<file path="src/rdq_pkg.sv">
// rdq_pkg: shared types and field widths for the ring deque block.
// Opcode and status codes, plus the packing widths of the stream words.
// No dependencies.
`default_nettype none

package rdq_pkg;

	// field widths of one input word and one result word
	localparam int OPCODE_W    = 3;
	localparam int POS_W       = 4;
	localparam int VALUE_W     = 32;
	localparam int RESULT_W    = 32;
	localparam int STATUS_W    = 2;
	localparam int COUNT_OUT_W = 5;

	// packed stream widths, rounded up to whole bytes
	localparam int IN_TDATA_W  = 40;
	localparam int OUT_TDATA_W = 40;

	// low bit of each input field inside s_axis_tdata
	localparam int POS_LSB   = OPCODE_W;
	localparam int VALUE_LSB = OPCODE_W + POS_W;

	typedef enum logic [OPCODE_W-1:0] {
		OP_ADD_HIGH    = 3'd0,
		OP_ADD_LOW     = 3'd1,
		OP_REMOVE_HIGH = 3'd2,
		OP_REMOVE_LOW  = 3'd3,
		OP_GET         = 3'd4,
		OP_PUT         = 3'd5
	} op_t;

	typedef enum logic [STATUS_W-1:0] {
		ST_OK    = 2'd0,
		ST_FULL  = 2'd1,
		ST_EMPTY = 2'd2,
		ST_RANGE = 2'd3
	} status_t;

endpackage

`default_nettype wire

</file>
<file path="src/rdq_ram.sv">
// rdq_ram: generic single-clock RAM, one write port and one read port.
// Registered read, read-first: a read and a write to the same address in
// one cycle return the old word. No dependencies.
`default_nettype none

module rdq_ram #(
	parameter int WIDTH = 32,
	parameter int DEPTH = 16
) (
	input  wire logic                                   clk,
	input  wire logic                                   we,
	input  wire logic [(DEPTH > 1 ? $clog2(DEPTH) : 1)-1:0] waddr,
	input  wire logic [WIDTH-1:0]                       wdata,
	input  wire logic                                   re,
	input  wire logic [(DEPTH > 1 ? $clog2(DEPTH) : 1)-1:0] raddr,
	output logic      [WIDTH-1:0]                       rdata
);

	logic [WIDTH-1:0] mem_q [DEPTH];
	logic [WIDTH-1:0] rdata_q;

	// storage and read register; no reset on payload
	always_ff @(posedge clk) begin
		if (re) begin
			rdata_q <= mem_q[raddr];
		end
		if (we) begin
			mem_q[waddr] <= wdata;
		end
	end

	assign rdata = rdata_q;

endmodule

`default_nettype wire

</file>
<file path="src/ring_deque_indexed_unit.sv">
// ring_deque_indexed_unit: double-ended queue of CAPACITY words in a ring.
// Depends on rdq_pkg and rdq_ram.
//
// Usage:
//   Commands arrive on the s_axis channel, one word each: opcode, position
//   and value. Every command gives exactly one result word on m_axis:
//   result value, status and the element count after the command.
//   Ops: add high, add low, remove high, remove low, get at a logical
//   index, put at a logical index (put returns the replaced word).
//   An add when full, a remove when empty or an index not below the count
//   reports an error status, returns zero and leaves the deque as it was.
//   Unused opcodes return zero with status ok and change nothing.
//   Pipeline: an accepted command goes through the read stage (RAM read
//   register and stage payload), then the output register, to m_axis.
//   Throughput: one command per cycle unless m_axis stalls; head and count
//   update on accept, and the single RAM slot is read and written at once.
//   Stalls: when m_axis_tready is low the result is held in the output
//   register, one more result waits in the read stage, then s_axis_tready
//   drops until the output drains.
//   Reset (arst_n low) empties the deque and the pipeline; RAM contents are
//   not cleared, slots are only read after they were written.
`default_nettype none

module ring_deque_indexed_unit #(
	parameter int CAPACITY   = 16,
	parameter int DATA_WIDTH = 32
) (
	input  wire logic                           clk,
	input  wire logic                           arst_n,
	// s_axis_tdata: opcode[2:0], position[6:3], value[38:7], zero pad [39]
	input  wire logic                           s_axis_tvalid,
	output logic                                s_axis_tready,
	input  wire logic [rdq_pkg::IN_TDATA_W-1:0] s_axis_tdata,
	// m_axis_tdata: result_value[31:0], status[33:32], count[38:34], pad [39]
	output logic                                m_axis_tvalid,
	input  wire logic                           m_axis_tready,
	output logic [rdq_pkg::OUT_TDATA_W-1:0]     m_axis_tdata
);

	import rdq_pkg::*;

	localparam int AW  = $clog2(CAPACITY);
	localparam int CW  = $clog2(CAPACITY + 1);
	localparam int XW  = ((CW > POS_W) ? CW : POS_W) + 1;
	localparam int PAD = OUT_TDATA_W - RESULT_W - STATUS_W - COUNT_OUT_W;

	// deque state
	logic [AW-1:0] head_q;
	logic [CW-1:0] count_q;

	// read stage
	logic                   valid_s1;
	status_t                status_s1;
	logic [COUNT_OUT_W-1:0] count_s1;
	logic [RESULT_W-1:0]    val_s1;
	logic                   sel_ram_s1;

	// output register
	logic                   m_valid_q;
	logic [OUT_TDATA_W-1:0] m_data_q;

	// input fields
	logic [OPCODE_W-1:0] in_opcode;
	logic [POS_W-1:0]    in_pos;
	logic [VALUE_W-1:0]  in_value;
	op_t                 op;

	logic [63:0]           val_ext;
	logic [DATA_WIDTH-1:0] wr_word;
	logic [RESULT_W-1:0]   val_masked;
	logic [63:0]           rd_ext;
	logic [DATA_WIDTH-1:0] ram_rdata;
	logic [RESULT_W-1:0]   result_word;

	logic full, empty, in_range;
	logic accept, adv;

	status_t       st_d;
	logic [AW-1:0] head_d;
	logic [CW-1:0] count_d;
	logic [AW-1:0] slot;
	logic          we_d, re_d, use_val_d;
	logic [AW-1:0] head_dec, head_inc;

	// logical index -> ring slot, idx + head stays below twice the capacity
	function automatic logic [AW-1:0] slot_of(input logic [AW-1:0] head,
			input logic [XW-1:0] idx);
		logic [XW-1:0] sum;
		sum = XW'(head) + idx;
		if (sum >= XW'(CAPACITY)) begin
			sum = sum - XW'(CAPACITY);
		end
		return sum[AW-1:0];
	endfunction

	assign in_opcode = s_axis_tdata[OPCODE_W-1:0];
	assign in_pos    = s_axis_tdata[POS_LSB +: POS_W];
	assign in_value  = s_axis_tdata[VALUE_LSB +: VALUE_W];
	assign op        = op_t'(in_opcode);

	// element words are kept at DATA_WIDTH bits
	assign val_ext    = 64'(in_value);
	assign wr_word    = val_ext[DATA_WIDTH-1:0];
	assign val_masked = RESULT_W'(wr_word);

	assign full     = (count_q == CW'(CAPACITY));
	assign empty    = (count_q == '0);
	assign in_range = (XW'(in_pos) < XW'(count_q));

	assign head_dec = (head_q == '0) ? AW'(CAPACITY - 1) : head_q - AW'(1);
	assign head_inc = (head_q == AW'(CAPACITY - 1)) ? '0 : head_q + AW'(1);

	// handshake: the read stage frees when it moves to the output register
	assign adv           = valid_s1 && (!m_valid_q || m_axis_tready);
	assign s_axis_tready = !valid_s1 || adv;
	assign accept        = s_axis_tvalid && s_axis_tready;

	// command decode: next head, next count, slot and RAM strobes
	always_comb begin
		st_d      = ST_OK;
		head_d    = head_q;
		count_d   = count_q;
		slot      = head_q;
		we_d      = 1'b0;
		re_d      = 1'b0;
		use_val_d = 1'b0;
		unique case (op)
			OP_ADD_HIGH: begin
				if (full) begin
					st_d = ST_FULL;
				end else begin
					slot      = slot_of(head_q, XW'(count_q));
					we_d      = 1'b1;
					use_val_d = 1'b1;
					count_d   = count_q + CW'(1);
				end
			end
			OP_ADD_LOW: begin
				if (full) begin
					st_d = ST_FULL;
				end else begin
					slot      = head_dec;
					head_d    = head_dec;
					we_d      = 1'b1;
					use_val_d = 1'b1;
					count_d   = count_q + CW'(1);
				end
			end
			OP_REMOVE_HIGH: begin
				if (empty) begin
					st_d = ST_EMPTY;
				end else begin
					slot    = slot_of(head_q, XW'(count_q) - XW'(1));
					re_d    = 1'b1;
					count_d = count_q - CW'(1);
				end
			end
			OP_REMOVE_LOW: begin
				if (empty) begin
					st_d = ST_EMPTY;
				end else begin
					slot    = head_q;
					head_d  = head_inc;
					re_d    = 1'b1;
					count_d = count_q - CW'(1);
				end
			end
			OP_GET: begin
				if (!in_range) begin
					st_d = ST_RANGE;
				end else begin
					slot = slot_of(head_q, XW'(in_pos));
					re_d = 1'b1;
				end
			end
			OP_PUT: begin
				if (!in_range) begin
					st_d = ST_RANGE;
				end else begin
					slot = slot_of(head_q, XW'(in_pos));
					re_d = 1'b1;
					we_d = 1'b1;
				end
			end
			default: begin
			end
		endcase
	end

	// element store; a put reads the old word while writing the new one
	rdq_ram #(
		.WIDTH(DATA_WIDTH),
		.DEPTH(CAPACITY)
	) u_store (
		.clk  (clk),
		.we   (accept && we_d),
		.waddr(slot),
		.wdata(wr_word),
		.re   (accept && re_d),
		.raddr(slot),
		.rdata(ram_rdata)
	);

	// head and count update at the accept edge
	always_ff @(posedge clk or negedge arst_n) begin
		if (!arst_n) begin
			head_q  <= '0;
			count_q <= '0;
		end else if (accept) begin
			head_q  <= head_d;
			count_q <= count_d;
		end
	end

	// read stage: valid bit
	always_ff @(posedge clk or negedge arst_n) begin
		if (!arst_n) begin
			valid_s1 <= 1'b0;
		end else if (accept) begin
			valid_s1 <= 1'b1;
		end else if (adv) begin
			valid_s1 <= 1'b0;
		end
	end

	// read stage: payload
	always_ff @(posedge clk) begin
		if (accept) begin
			status_s1  <= st_d;
			count_s1   <= COUNT_OUT_W'(count_d);
			val_s1     <= use_val_d ? val_masked : '0;
			sel_ram_s1 <= re_d;
		end
	end

	assign rd_ext      = 64'(ram_rdata);
	assign result_word = sel_ram_s1 ? rd_ext[RESULT_W-1:0] : val_s1;

	// output register: valid bit
	always_ff @(posedge clk or negedge arst_n) begin
		if (!arst_n) begin
			m_valid_q <= 1'b0;
		end else if (adv) begin
			m_valid_q <= 1'b1;
		end else if (m_axis_tready) begin
			m_valid_q <= 1'b0;
		end
	end

	// output register: result word
	always_ff @(posedge clk) begin
		if (adv) begin
			m_data_q <= {PAD'(0), count_s1, status_s1, result_word};
		end
	end

	assign m_axis_tvalid = m_valid_q;
	assign m_axis_tdata  = m_data_q;

endmodule

`default_nettype wire
</file>
<file path="config.mk">
export PLATFORM = sky130hd
export DESIGN_NAME = ring_deque_indexed_unit
export DESIGN_NICKNAME = d
export VERILOG_FILES = /design/src/rdq_pkg.sv /design/src/rdq_ram.sv /design/src/ring_deque_indexed_unit.sv
export SDC_FILE = /design/constraint.sdc
export NUM_CORES = 1
export LEC_CHECK = 0
export BUFFER_PORTS_ARGS = -buffer_cell sky130_fd_sc_hd__buf_2
export CAP_MARGIN = 15
export CORE_ASPECT_RATIO = 1.1
export CORE_UTILIZATION = 50
export DETAILED_ROUTE_END_ITERATION = 10
export PLACE_DENSITY = 0.75
export SLEW_MARGIN = 0
export SYNTH_ARGS = -nofsm -noshare
export SYNTH_HDL_FRONTEND = slang
export SYNTH_SLANG_ARGS = --single-unit
export TNS_END_PERCENT = 20
</file>
<file path="constraint.sdc">
create_clock -name clk -period 4.9 [get_ports clk]
set_input_delay 0.735 -clock clk [delete_from_list [all_inputs] [get_ports clk]]
set_output_delay 0.735 -clock clk [all_outputs]
set_load 0.01 [all_outputs]
</file>
==> reports/summary.txt <==
run status = finished, final reports clean
area grow syn2layout = 13.2%
port buffer count = 83
Total GRT Usage = 0.235
fmax = 0.226 GHz
Clock Latency Late Sink = 620 ps
DRC viols = 0
Comb power frac = 0.328
full die area = 0.0526 mm^2
Req. time, crit path = 5200 ps
largest net degree at the start of global routing = 195
grt total ovfl = 0
GPL Wtd Cong = 0.846
Die Wd = 219 um
crit path to = u_store.mem_q[1][4]
Die Ht = 240 um
internal power = 10700 uW
Iter 0 DRT Violations = 1980
Distinct cells, synth = 59
Critical Path Start Type = register
Routed WL = 62.0 mm
R2R cell count = 16
CTS Buf Count = 57
non-filler cells in the finished layout = 2585
Clk pwr share = 0.270
FF-to-FF setup slack = 470 ps
Final Max Tran Viols = 0
Crit Path Class = register to register
Final Hold Fails = 0
worst vdd rail ir drop = 0.000886 V
period utilisation layout = 0.904
vias = 15.6k
fin crit period = 4430 ps
worst hold margin = 29.9 ps
Max-cap violations = 0
worst-case clock buffer depth = 3
register bit total from synthesis = 634
Mapped Cells = 1784
Slew HR = 0.185
Top FF cell, synth = edfxtp_1
Post-synth EDFFs = 623
CTS tree = built
Initial Util = 0.505
layout cells sized above 1 = 0.156
vias per inst = 6.05
register area share after synthesis = 0.735
crit path DAT = 4730 ps
Seq pwr share = 0.402
initial antenna violation count = 3
hold_buf cts = 0
Netlist Area Pre-Place = 0.0258 mm^2
Routed Antenna Nets = 0
# IOs = 86
power density over the cells = 557 mW/mm^2
H-tree Lvls = 2
fin util = 0.571
yosys warns = 0
CP max stage delay = 840 ps
TritonCTS Sinks = 634
Post-CTS Setup Inserts = 0
Critical Path, Cell by Cell = inv_1, ha_1, inv_1, ha_1, inv_1, fa_1, xnor2_1, o311ai_0, o21ai_0, a221oi_1, a41oi_1, nor2_1, nand2_1, buf_4, nor2_4, buf_4
Post-DP HPWL = 33.3 mm
CP Max Fanout = 22
worst reg2reg endpoint = u_store.mem_q[1][4]
worst slew pin tran = 1220 ps
Psw = 5530 uW
Synth async-reset ratio = 0.0174
Hold Crit Class = primary input to asynchronous set/reset pin
Sw Ratio = 0.340
clock skew = 35.2 ps
core area = 0.0512 mm^2
routed len/inst = 24.0 um
post-cts sizing count = 0
Setup crit end kind = register
crit path launch = count_q[1]
syn nets = 1853
clk root buf = clkbuf_16
r2r startpoint = count_q[1]
first-pass GRT wire length = 92.1 mm
# rows = 87
Post-Place Cells = 2479
Final setup viols = 0
Clock transition at path regs = 60 ps
syn_area_per_cell = 14.5 um^2
TNS Setup = 0 ps
CP most frequent cell = inv_1
LEAKAGE = 0.0102 uW
Crit-path slowest cell = nor2_4
commonest cells after routing, fill and taps aside = edfxtp_1 (623), nand2_1 (288), nand3_1 (197), and3_1 (130), buf_2 (83)
drt pass-1 iters = 6
vias in the first global route = 15.3k
nets = 1940
RSZ-0062 raised after global routing = false
most common cell after layout, fill and taps aside = edfxtp_1
==> worst min path at each step <==
stage | start | to | slack, ps
after floorplan | status_s1[0] | m_axis_tdata[32] | 400
after global placement | status_s1[0] | m_axis_tdata[32] | 400
after detailed placement | count_s1[2] | m_axis_tdata[36] | 410
after CTS | arst_n | count_q[3] | 10
after global routing | arst_n | head_q[2] | 30
final | arst_n | count_q[3] | 30
==> cell families after synthesis <==
family / count (synthesis) / share of synthesized area
and+or+nand+nor: 719 / 0.136
DFF: 634 / 0.735
AOI/OAI and AO/OA: 160 / 0.0459
buffers and inverters: 135 / 0.0264
muxes: 101 / 0.0408
adders and majority gates: 25 / 0.0130
xor gates and xnor gates: 9 / 0.00305
other: 1 / 0.000145
==> power by group through the flow <==
stage | Clock (uW) | Sequential [uW] | Combinational, uW
after floorplan | 0 | 6620 | 3730
after global placement | 0 | 6630 | 5140
after detailed placement | 0 | 6640 | 5280
after CTS | 4450 | 6530 | 5310
after global routing | 4640 | 6560 | 5780
final | 4400 | 6530 | 5340
==> through the flow <==
stage	worst slack (ps)	instance area, um^2	power [uW]
global placement	480	27400	11800
finish	471	29200	16300
detailed placement	559	27400	11900
CTS	539	29200	16300
global route	244	29200	17000
floorplan	80.8	25800	10400
==> flip-flops by register name (all words and copies together) (netlist names) <==
name,flops
sel_ram_s1,1
m_axis_tvalid,1
valid_s1,1
u_store.rdata,32
val_s1,32
status_s1,2
count_q,5
u_store.mem_q,512
head_q,4
count_s1,5
m_axis_tdata,39
==> cell type report <==
type                            count  area, um^2
Fill cell                        3887       21900
Sequential cell                   634       19000
Multi-Input combinational cell   1015        6350
Clock buffer                       69        1510
Timing Repair Buffer              147        1150
Tap cell                          667         835
Clock inverter                     36         332
Inverter                           16        60.1
Antenna cell                        1        2.50
==> critical path: cells and delay by family (launching register included) <==
| family | cells | cell delay, ps |
|---|---|---|
| compound gates | 4 | 780 |
| xor+xnor | 1 | 150 |
| fa+ha+maj | 3 | 860 |
| buf+inv | 5 | 710 |
| flops | 1 | 440 |
| simple gates | 3 | 1180 |
==> synth_stat cells (all sizes together), types with 22 or more instances <==
cell,n,area [um^2]
a211oi,64,480
a41oi,32,280
and3,131,820
buf,65,418
clkbuf,54,203
edfxtp,623,18700
ha,22,275
mux2,35,394
mux2i,66,661
nand2,289,1080
nand3,198,991
nor2,35,131
or4,32,240
==> per-layer routing <==
metal	GRT usage	vias to the layer above	wire, um
met5	0	-	22
met4	0.105	4	2460
met3	0.0367	148	4850
met2	0.398	766	31200
met1	0.298	7746	23500
li1	-	6971	-
(Power assumes the default switching activity.)
